### src/sv/mstt_pkg.sv
// shared types, codes and sizes for the timeout slot table
package mstt_pkg;

	localparam int SLOTS     = 16;
	localparam int SLOT_W    = $clog2(SLOTS);
	localparam int TIME_W    = 32;
	localparam int QUANTUM_W = 16;
	localparam int DIV_CNT_W = $clog2(TIME_W);

	localparam logic [SLOT_W:0]      SLOT_CNT      = (SLOT_W + 1)'(SLOTS);
	localparam logic [QUANTUM_W-1:0] QUANTUM_RESET = QUANTUM_W'(10);

	// input mode codes
	localparam logic [1:0] MODE_CREATE = 2'd0;
	localparam logic [1:0] MODE_STOP   = 2'd1;
	localparam logic [1:0] MODE_TICK   = 2'd2;

	// result event codes
	localparam logic [1:0] EV_CREATED = 2'd0;
	localparam logic [1:0] EV_FULL    = 2'd1;
	localparam logic [1:0] EV_EXPIRED = 2'd2;

	typedef struct packed {
		logic [1:0]        mode;
		logic [TIME_W-1:0] timeout_ms;
		logic              notify_by_flag;
		logic [3:0]        slot;
	} req_item_t;

	typedef struct packed {
		logic [1:0] event_res;
		logic [3:0] slot_id;
		logic       flag_kind;
		logic       last;
	} rsp_item_t;

	// one memory word per slot
	typedef struct packed {
		logic              kind;
		logic [TIME_W-1:0] rem;
	} slot_word_t;

endpackage

### src/sv/multi_slot_timeout_table.sv
// timeout slot table: create, stop and tick over a memory of slot timers
//
//  channel | direction | handshake           | payload
//  --------+-----------+---------------------+------------------------------
//  req     | in        | req_valid/req_stall | mode, timeout_ms, flag, slot
//  rsp     | out       | rsp_valid/rsp_stall | event, slot_id, kind, last
//  cfg     | in        | cfg_we              | cfg_wdata = quantum_ms
//
// stop clears the armed bit on accept; create runs accept, 32 remainder steps
// of the bit-serial mod unit and one write; a full table skips the remainder steps
// tick walks the slot memory one slot per cycle unless a pending expiry waits on
// the output register (accept, 16 reads, the decision on the last slot, one closing
// step), set by the single read port of the slot memory
// reset clears the armed bits and control state; memory words are only used
// for armed slots, so the memory needs no clearing pass
// rsp_stall holds a walk only when an expiry must leave while the output
// register is still occupied; req is stalled whenever an item is busy
module multi_slot_timeout_table (
	input  logic                            clk,
	input  logic                            arst_n,
	input  logic                            req_valid,
	output logic                            req_stall,
	input  mstt_pkg::req_item_t             req,
	output logic                            rsp_valid,
	input  logic                            rsp_stall,
	output mstt_pkg::rsp_item_t             rsp,
	input  logic                            cfg_we,
	input  logic [mstt_pkg::QUANTUM_W-1:0]  cfg_wdata
);
	import mstt_pkg::*;

	typedef enum logic [3:0] {
		ST_IDLE = 4'b0001,
		ST_DIV  = 4'b0010,
		ST_CRT  = 4'b0100,
		ST_WALK = 4'b1000
	} state_t;

	// lowest clear bit of the armed vector
	function automatic logic [SLOT_W-1:0] first_free(input logic [SLOTS-1:0] free);
		logic [SLOT_W-1:0] idx;
		idx = '0;
		for (int i = SLOTS - 1; i >= 0; i--) begin
			if (free[i]) idx = SLOT_W'(i);
		end
		return idx;
	endfunction

	state_t                state_q;
	logic [QUANTUM_W-1:0]  quantum_q;
	logic [QUANTUM_W-1:0]  q_eff;
	logic [SLOTS-1:0]      armed_q;

	// create context
	logic [SLOT_W-1:0]     slot_q;
	logic                  kind_q;
	logic                  full_q;
	logic [TIME_W-1:0]     t_q;
	logic [TIME_W-1:0]     dsh_q;
	logic [QUANTUM_W-1:0]  rem_q;
	logic [DIV_CNT_W-1:0]  div_cnt_q;
	logic [QUANTUM_W:0]    div_cand;
	logic [QUANTUM_W-1:0]  div_next;

	// tick walk pipeline
	logic [SLOT_W:0]       rd_idx_q;
	logic                  ev_valid_s1;
	logic [SLOT_W-1:0]     ev_idx_s1;
	slot_word_t            rd_data_s1;
	logic                  pend_valid_q;
	logic [SLOT_W-1:0]     pend_slot_q;
	logic                  pend_kind_q;

	// slot memory
	slot_word_t            mem [SLOTS];
	logic                  mem_we;
	logic [SLOT_W-1:0]     mem_waddr;
	slot_word_t            mem_wdata;
	logic                  mem_re;

	// output register
	logic                  out_valid_q;
	rsp_item_t             out_q;
	logic                  out_free;
	logic                  out_load;
	rsp_item_t             out_next;

	logic                  acc;
	logic                  ev_armed;
	logic                  ev_exp;
	logic                  ev_dec;
	logic                  walk_end;
	logic                  need_out;
	logic                  advance;
	logic                  rd_more;
	logic                  crt_fire;

	assign req_stall = (state_q != ST_IDLE);
	assign acc       = req_valid && !req_stall;
	assign rsp_valid = out_valid_q;
	assign rsp       = out_q;
	assign out_free  = !out_valid_q || !rsp_stall;

	// a zero quantum behaves as one millisecond
	assign q_eff = (quantum_q == '0) ? QUANTUM_W'(1) : quantum_q;

	// one restoring remainder step per cycle, dividend msb first
	assign div_cand = {rem_q, dsh_q[TIME_W-1]};
	always_comb begin
		if (div_cand >= {1'b0, q_eff}) begin
			div_next = QUANTUM_W'(div_cand - {1'b0, q_eff});
		end else begin
			div_next = div_cand[QUANTUM_W-1:0];
		end
	end

	// walk stage: decide on the slot whose word came back this cycle
	assign ev_armed = ev_valid_s1 && armed_q[ev_idx_s1];
	assign ev_exp   = ev_armed && (rd_data_s1.rem < {{(TIME_W-QUANTUM_W){1'b0}}, q_eff});
	assign ev_dec   = ev_armed && !ev_exp;
	assign walk_end = (rd_idx_q == SLOT_CNT) && !ev_valid_s1;
	assign rd_more  = (rd_idx_q != SLOT_CNT);
	// an earlier expiry must leave before a new one can be held back
	assign need_out = pend_valid_q && (ev_exp || walk_end);
	assign advance  = (state_q == ST_WALK) && (!need_out || out_free);
	assign crt_fire = (state_q == ST_CRT) && out_free;

	// memory access control
	always_comb begin
		mem_we    = 1'b0;
		mem_waddr = ev_idx_s1;
		mem_wdata = '{kind: rd_data_s1.kind, rem: rd_data_s1.rem - TIME_W'(q_eff)};
		mem_re    = advance && rd_more;
		if (crt_fire && !full_q) begin
			mem_we    = 1'b1;
			mem_waddr = slot_q;
			mem_wdata = '{kind: kind_q, rem: t_q - TIME_W'(rem_q)};
		end else if (advance && ev_dec) begin
			mem_we = 1'b1;
		end
	end

	always_ff @(posedge clk) begin
		if (mem_we) mem[mem_waddr] <= mem_wdata;
		if (mem_re) rd_data_s1 <= mem[rd_idx_q[SLOT_W-1:0]];
	end

	// result selection for the output register
	always_comb begin
		out_load = 1'b0;
		out_next = out_q;
		if (crt_fire) begin
			out_load = 1'b1;
			out_next = '{event_res: full_q ? EV_FULL : EV_CREATED,
			             slot_id:   full_q ? 4'd0 : 4'(slot_q),
			             flag_kind: 1'b0,
			             last:      1'b1};
		end else if (advance && need_out) begin
			out_load = 1'b1;
			out_next = '{event_res: EV_EXPIRED,
			             slot_id:   4'(pend_slot_q),
			             flag_kind: pend_kind_q,
			             last:      walk_end};
		end
	end

	always_ff @(posedge clk or negedge arst_n) begin
		if (!arst_n) begin
			out_valid_q <= 1'b0;
		end else if (out_load) begin
			out_valid_q <= 1'b1;
		end else if (!rsp_stall) begin
			out_valid_q <= 1'b0;
		end
	end

	always_ff @(posedge clk) begin
		if (out_load) out_q <= out_next;
	end

	// configuration register
	always_ff @(posedge clk or negedge arst_n) begin
		if (!arst_n) begin
			quantum_q <= QUANTUM_RESET;
		end else if (cfg_we) begin
			quantum_q <= cfg_wdata;
		end
	end

	// control state
	always_ff @(posedge clk or negedge arst_n) begin
		if (!arst_n) begin
			state_q      <= ST_IDLE;
			armed_q      <= '0;
			div_cnt_q    <= '0;
			rd_idx_q     <= '0;
			ev_valid_s1  <= 1'b0;
			pend_valid_q <= 1'b0;
		end else begin
			case (state_q)
				ST_IDLE: begin
					if (acc) begin
						case (req.mode)
							MODE_CREATE: begin
								div_cnt_q <= DIV_CNT_W'(TIME_W - 1);
								state_q   <= (&armed_q) ? ST_CRT : ST_DIV;
							end
							MODE_STOP: begin
								armed_q[req.slot[SLOT_W-1:0]] <= 1'b0;
							end
							MODE_TICK: begin
								rd_idx_q     <= '0;
								ev_valid_s1  <= 1'b0;
								pend_valid_q <= 1'b0;
								state_q      <= ST_WALK;
							end
							default: begin
							end
						endcase
					end
				end
				ST_DIV: begin
					div_cnt_q <= div_cnt_q - DIV_CNT_W'(1);
					if (div_cnt_q == '0) state_q <= ST_CRT;
				end
				ST_CRT: begin
					if (out_free) begin
						if (!full_q) armed_q[slot_q] <= 1'b1;
						state_q <= ST_IDLE;
					end
				end
				ST_WALK: begin
					if (advance) begin
						if (rd_more) begin
							ev_valid_s1 <= 1'b1;
							rd_idx_q    <= rd_idx_q + (SLOT_W + 1)'(1);
						end else begin
							ev_valid_s1 <= 1'b0;
						end
						if (ev_exp) begin
							armed_q[ev_idx_s1] <= 1'b0;
							pend_valid_q       <= 1'b1;
						end
						if (walk_end) begin
							pend_valid_q <= 1'b0;
							state_q      <= ST_IDLE;
						end
					end
				end
				default: begin
					state_q <= ST_IDLE;
				end
			endcase
		end
	end

	// payload registers of the create and walk paths
	always_ff @(posedge clk) begin
		if (acc && req.mode == MODE_CREATE) begin
			slot_q <= first_free(~armed_q);
			full_q <= &armed_q;
			kind_q <= req.notify_by_flag;
			t_q    <= req.timeout_ms;
			dsh_q  <= req.timeout_ms;
			rem_q  <= '0;
		end else if (state_q == ST_DIV) begin
			dsh_q <= {dsh_q[TIME_W-2:0], 1'b0};
			rem_q <= div_next;
		end
		if (advance && rd_more) ev_idx_s1 <= rd_idx_q[SLOT_W-1:0];
		if (advance && ev_exp) begin
			pend_slot_q <= ev_idx_s1;
			pend_kind_q <= rd_data_s1.kind;
		end
	end

`ifndef ASSERT_OFF
	// the running remainder never reaches the quantum
	a_div_rem_below_q: assert property (@(posedge clk) disable iff (!arst_n)
		(state_q == ST_DIV) |-> (rem_q < q_eff))
		else $error("remainder reached the quantum");

	// a held-back expiry exists only during a walk
	a_pend_in_walk: assert property (@(posedge clk) disable iff (!arst_n)
		pend_valid_q |-> (state_q == ST_WALK))
		else $error("pending expiry outside a walk");

	// a successful create leaves its slot armed
	a_create_arms: assert property (@(posedge clk) disable iff (!arst_n)
		(crt_fire && !full_q) |=> armed_q[$past(slot_q)])
		else $error("created slot not armed");

	// the walk index never passes the slot count
	a_walk_idx: assert property (@(posedge clk) disable iff (!arst_n)
		(state_q == ST_WALK) |-> (rd_idx_q <= SLOT_CNT))
		else $error("walk index out of range");
`endif

endmodule
### config.mk
export PLATFORM = sky130hd
export DESIGN_NAME = multi_slot_timeout_table
export DESIGN_NICKNAME = d
export VERILOG_FILES = /design/src/sv/mstt_pkg.sv /design/src/sv/multi_slot_timeout_table.sv
export SDC_FILE = /design/constraint.sdc
export NUM_CORES = 1
export LEC_CHECK = 0
export BUFFER_PORTS_ARGS = -buffer_cell sky130_fd_sc_hd__buf_2
export CAP_MARGIN = 20
export CORE_ASPECT_RATIO = 0.5
export CORE_MARGIN = 2
export CORE_UTILIZATION = 62
export DETAILED_ROUTE_END_ITERATION = 10
export PLACE_DENSITY = 0.79
export SYNTH_ARGS = -nofsm -noshare
export SYNTH_HDL_FRONTEND = slang
export SYNTH_SLANG_ARGS = --single-unit
export TNS_END_PERCENT = 30
### constraint.sdc
create_clock -name clk -period 6.1 [get_ports clk]
set_input_delay 0.305 -clock clk [delete_from_list [all_inputs] [get_ports clk]]
set_output_delay 0.305 -clock clk [all_outputs]
set_load 0.05 [all_outputs]
; ---- After elaboration in Yosys (flattened, before gate mapping)
; Memories as Yosys holds them, arrays and structs flattened. A register that Yosys moved wholly into a read port is not among the register bits.
; Index checks and enable logic that the tools add are counted.
; Widths: inputs -> output; s select.
[word_totals]
reg_bits = 152
ramBits = 528
output_inout_bits = 10
memories = 1
[op_classes]
n_addsub = 5
n_lt_le_gt_ge = 8
n_eq_ne = 23
muxes = 73
bitwise = 6
n_reduce_logical = 46
[mem_list]
columns = name, words, width, rd, rd_ports_with_merged_regs, wr, line_no
row1 = mem, 16, 33, 1, 1, 1, multi_slot_timeout_table.sv:75  ; slot_word_t mem [SLOTS];
[ops]
columns = operator, count
row1 = $mux 16, 8
row2 = $mux 32, 2
row3 = $sub 32x16->32, 2
row4 = $mux 4, 15
row5 = $not 16->16, 3
row6 = $pmux 16 s3, 1
row7 = $mux 33, 1
row8 = $and 16x16->16, 2
row9 = $lt 32x16->1, 1
row10 = $mux 5, 6
row11 = $mux 1, 21
row12 = $pmux 5 s2, 2
row13 = $ne 2x2->1 const B, 9
row14 = $ge 17x16->1, 1
row15 = $logic_and 1x1->1, 17
row16 = $logic_not 16->1, 1
row17 = $mux 8, 2
row18 = $or 16x16->16, 1
row19 = $pmux 4 s4, 1
row20 = $reduce_and 16->1, 1
row21 = $sub 16x16->16, 1
row22 = $lt 4x5->1 const B, 3
row23 = $mux 3, 5
row24 = $demux 1 s4, 3
row25 = other kinds (34), 52

; ---- Logic depth before layout (Yosys ltp)
[logic_depth]
depth_word = 16
ltp_mapped = 13
depth_no_buf = 12

; ---- Worst setup path before layout
; OpenSTA, ideal clock, no wires.
[synth_path]
path_type = reg2reg
start = register quantum_q[1]
end = memory mem[3][0] (netlist bit), enable pin
setup_time_ns = 0.423
t_arrival_ns = 4.334
setup_slack_ns = 1.343
path_stages_with_launch = 14
path_buffers = 1
synth_period_minus_slack_ns = 4.757
cell_sequence = dfstp_2 nor4_1 a41o_1 ha_1 fa_1 nand2b_1 a21o_1 a21oi_1 a31oi_1 or2_2 clkbuf_1 a21oi_1 a31oi_1 nor2_1
[synth_between]
elab_chain_len = 14
word_cells_on_any_way = 16
classes_between = 1 x order compare / 5 x mux / 10 x reduce/logical
[synth_lines]
columns = element, line_no
row1 = start: declaration, multi_slot_timeout_table.sv:50  ; logic [QUANTUM_W-1:0] quantum_q;
row2 = start signal: assignment, multi_slot_timeout_table.sv:186  ; quantum_q <= cfg_wdata;
row3 = $logic_not 16->1, multi_slot_timeout_table.sv:105  ; assign q_eff = (quantum_q == '0) ? QUANTUM_W'(1) : quantum_q;
row4 = $mux 16 *, multi_slot_timeout_table.sv:105
row5 = $lt 32x16->1 *, multi_slot_timeout_table.sv:119  ; assign ev_exp = ev_armed && (rd_data_s1.rem < {{(TIME_W-QUANTUM_W){1'b0}}, q_eff});
row6 = $logic_and 1x1->1 *, multi_slot_timeout_table.sv:119
row7 = $logic_or 1x1->1, multi_slot_timeout_table.sv:124  ; assign need_out = pend_valid_q && (ev_exp || walk_end);
row8 = $logic_and 1x1->1, multi_slot_timeout_table.sv:124
row9 = $logic_not 1->1, multi_slot_timeout_table.sv:125  ; assign advance = (state_q == ST_WALK) && (!need_out || out_free);
row10 = $logic_or 1x1->1, multi_slot_timeout_table.sv:125
row11 = $logic_and 1x1->1, multi_slot_timeout_table.sv:125
row12 = $logic_and 1x1->1 *, multi_slot_timeout_table.sv:138  ; end else if (advance && ev_dec) begin
row13 = $mux 1 *, multi_slot_timeout_table.sv:138
row14 = $mux 1 *, multi_slot_timeout_table.sv:134  ; if (crt_fire && !full_q) begin
row15 = $mux 1 *, multi_slot_timeout_table.sv:144  ; if (mem_we) mem[mem_waddr] <= mem_wdata;
row16 = $mux 1 (not written as such) *, multi_slot_timeout_table.sv:144
row17 = end: declaration, multi_slot_timeout_table.sv:75
; Every way passes the cells marked *; elsewhere a longest branch is shown, timed or not.

; ---- Worst setup path after layout
[layout_path]
start = register quantum_q[1]
end = memory mem[7][16] (netlist bit), enable pin
; Same word-level chain as after synthesis.

==> impl_metrics.ini <==
[run_status]
run_status = finished clean

[placement]
detailed_place.area_um2 = 32100
gpl.final_weighted_congestion = 0.958
placement.setup.worst_slack_ps = 857
numPortBuffers = 69
place.detailed.hpwl_um = 45500
place.detailed.instances = 2540

[timing]
fin_crit_ps = 5360
slew-limit-headroom = 0.232
fin_skew_ps = 26.2
slew_viol_final = 0
final_hold_viol_count = 0
fin_setup_tns_ps = 0
finalCritPeriodShare = 0.879
finalSetupViolations = 0
rsz0062_at_grt = false
finalWorstSetupSlack_ps = 738
worstMarginPinSlew_ps = 1150
fmax_ghz = 0.187
finalHoldWorstSlack_ps = 16.2

[route]
routed_wire_length_per_instance_um = 29.1
drt-total-wl_um = 78700
detailroute.via_count = 18200
drc = 0
initialDrtViolationCount = 2519
routed_via_density = 6.74
antenna_left = 0
firstDrtPassIters = 5

[cells_and_area]
mostFrequentLayoutCells = sky130_fd_sc_hd__edfxtp_1 (648), sky130_fd_sc_hd__mux4_2 (167), sky130_fd_sc_hd__nand2_1 (163), sky130_fd_sc_hd__nor2_1 (70), sky130_fd_sc_hd__buf_2 (69)
count_of_non_filler_cells_in_the_finished_layout = 2706
seq_area_um2 = 21000
multi_input_area_um2 = 9230
final_core_util = 0.710
most_common_library_cell_in_the_layout_ignoring_fill_and_taps = sky130_fd_sc_hd__edfxtp_1
final.fill_count = 2851
final_area_um2 = 34500
synthToLayoutAreaGrowth_pct = 12.9
finalNetCount = 2130
drive_above_1_share = 0.211

[logic_synthesis]
synth_compound_gate_area_share = 0.0558
area_fraction_in_and_or_nand_and_nor_cells_after_synthesis = 0.0659
main_combinational_cell_family_by_area_after_synthesis = multiplexers
synth_top_cells_by_area = sky130_fd_sc_hd__edfxtp_1 (64%), sky130_fd_sc_hd__mux4_2 (12%), sky130_fd_sc_hd__dfrtp_1 (3.8%), sky130_fd_sc_hd__ha_1 (2.1%), sky130_fd_sc_hd__nand2_1 (2.0%)
post_synth_xor_area_fraction = 0.0180
ys_async_sr_fraction = 0.0687
synth_seq_area_share = 0.687
yosys.area.top_type = sky130_fd_sc_hd__edfxtp_1
portion_of_synthesized_cell_area_occupied_by_the_leading_cell_type = 0.636
synth_cell_type_count = 69
synth-adder-area-share = 0.0232
synthesis.yosys.warnings = 0
mappedNetlistArea_um2 = 30600
synthesis.instances = 1839
synth_edf_count = 648
synthesis.area_per_instance_um2 = 16.6
syn-num-nets = 1954
postSynthRegisterBits = 713
post_synthesis_mux_area_share = 0.134
synth-main-ff-cell = sky130_fd_sc_hd__edfxtp_1

[clocking]
total_cts_buffers = 57
cts_resized = 0
quantity_of_hold_fixing_buffers_added_after_cts = 51
path_clk_slew_ps = 70
insertion_delay_ps = 630
cts_max_path_buffers = 3
clock_tree_from_tritoncts = built
tritoncts_num_sinks = 713
ctsHtreeMaxLevel = 2
clock_tree.root_cell = sky130_fd_sc_hd__clkbuf_16
post-cts-setup-buffer-count = 0

[critical_path]
required_ps = 6410
cp_num_cells = 13
length_in_cells_of_the_worst_reg_to_reg_path = 13
crit_path_cell_trace = nor4_1 -> a41o_1 -> ha_1 -> fa_1 -> nand2b_1 -> a21o_1 -> a21oi_1 -> a31oi_1 -> or2_2 -> a21oi_1 -> a31oi_1 -> nor2_4 -> buf_4
cp-start-kind = flip-flop
critical_path.max_stage_delay_ps = 790
worst_ep_arrival_time_ps = 5670
worstPathMaxFanout = 19
setup.worst_path.end_class = flip-flop
timing.critical_path.slowest_stage_cell = sky130_fd_sc_hd__nor2_4
worst_path_dominant_cell_family = compound AO/OA/AOI/OAI gates
worstPathBufferInverterCount = 1
worstSetupPathType = flip-flop to flip-flop

[floorplan]
initial_core_util = 0.629
floorplan.core_area_um2 = 48600
fp.dieArea_um2 = 51200
row_count = 57
die_width_um = 318
top_level_pins = 70
die_extent_in_y_um = 161

[power_and_ir_drop]
power_report.internal_total_mw = 9.66
share_clk_of_total_power = 0.264
comb_power_share = 0.289
cellPowerDensity_nw_per_um2 = 407
total_switching_power_mw = 4.38
part_of_the_power_in_registers = 0.447
swShare = 0.312
power_mw = 14.0
ir_worst_vdd_mv = 0.266
power.static_leakage_nw = 11.7

[grt]
maximum_number_of_pins_on_one_net_before_global_route_repair = 109
grt_overflow_total = 0
first_global_vias = 18300
grt_antenna_before_repair = 4
grt_use_total = 0.312
grt_pass1_wl_um = 117000

[worst_hold_path]
holdPathStages = 3
min-delay-path-class = input pin to flip-flop

[flow_run]
max_cap_viol_count = 0
cell usage after synthesis (all sizes together), types with 12 or more instances:
library cell  count
a21oi            57
and3             13
mux4            167
clkbuf           56
xnor2            29
a2bb2oi          14
mux2i            29
o221ai           17
o21ai            55
a21o             16
ha               52
xor2             34
nor2             88
inv              59
a31oi            12
edfxtp          648
nand3            24
dfxtp            16
nand2           163
nor4             17
nor3             24
nand2b           27
o22ai            14
dfrtp            46
buf              16
power groups by stage:
stage | sequential, mW | combinational (mW) | clock (mW)
5_1_grt | 6.32 | 4.34 | 3.90
2_1_floorplan | 6.20 | 2.86 | 0
3_5_place_dp | 6.38 | 3.84 | 0
3_3_place_gp | 6.38 | 3.71 | 0
6_report | 6.28 | 4.05 | 3.71
4_1_cts | 6.28 | 3.93 | 3.71
per-layer routing:
layer / share of wire / vias to the layer above / GRT usage
li1: - / 7653 / -
met1: 0.38 / 9164 / 0.441
met2: 0.47 / 1193 / 0.497
met3: 0.11 / 218 / 0.0624
met4: 0.036 / 4 / 0.106
met5: 0.00034 / - / 0
sequential cells by signal, indices dropped and copies added, names as in the netlist, 5 cells and up:
| register | flops |
|---|---|
| mem | 528 |
| rd_data_s1 | 33 |
| dsh_q | 32 |
| t_q | 32 |
| armed_q | 16 |
| quantum_q | 16 |
| rem_q | 16 |
| rsp | 8 |
| div_cnt_q | 5 |
| rd_idx_q | 5 |
final cells by class:
class / instances / share of cell area
Clock inverter: 34 / 0.00960
Clock buffer: 66 / 0.0429
Sequential cell: 713 / 0.609
Tap cell: 649 / 0.0235
Timing Repair Buffer: 189 / 0.0416
Antenna cell: 1 / 0.0000725
Inverter: 60 / 0.00652
Multi-Input combinational cell: 994 / 0.267
worst paths after layout:
| path | from | end | slack, ps |
|---|---|---|---|
| min in group asynchronous | arst_n | armed_q[4] | 330 |
| max | quantum_q[1] | mem[7][16] | 740 |
| max reg2reg | quantum_q[1] | mem[7][16] | 740 |
| min reg2reg | div_cnt_q[0] | div_cnt_q[0] | 500 |
| max in group asynchronous | arst_n | rd_idx_q[0] | 5270 |
| min | req[37] | state_q[0] | 20 |
logic make-up (layout without fill, tap and decap cells):
logic type,count (synthesis),after routing
mux,199,199
other cells,0,1
simple gates,420,420
buf+inv,132,349
xor+xnor,63,63
flops,713,713
fa+ha+maj,55,55
compound gates,257,257
worst register-to-register path, delay by kind of cell (launching register included):
kind,cells,cell delay [ps]
flip-flops,1,580
buffers and inverters,1,400
AND/OR/NAND/NOR,4,1640
adder cells (fa/ha/maj),2,590
AO/OA/AOI/OAI,6,1830
No activity file was read; power rests on OpenSTA's default activity.
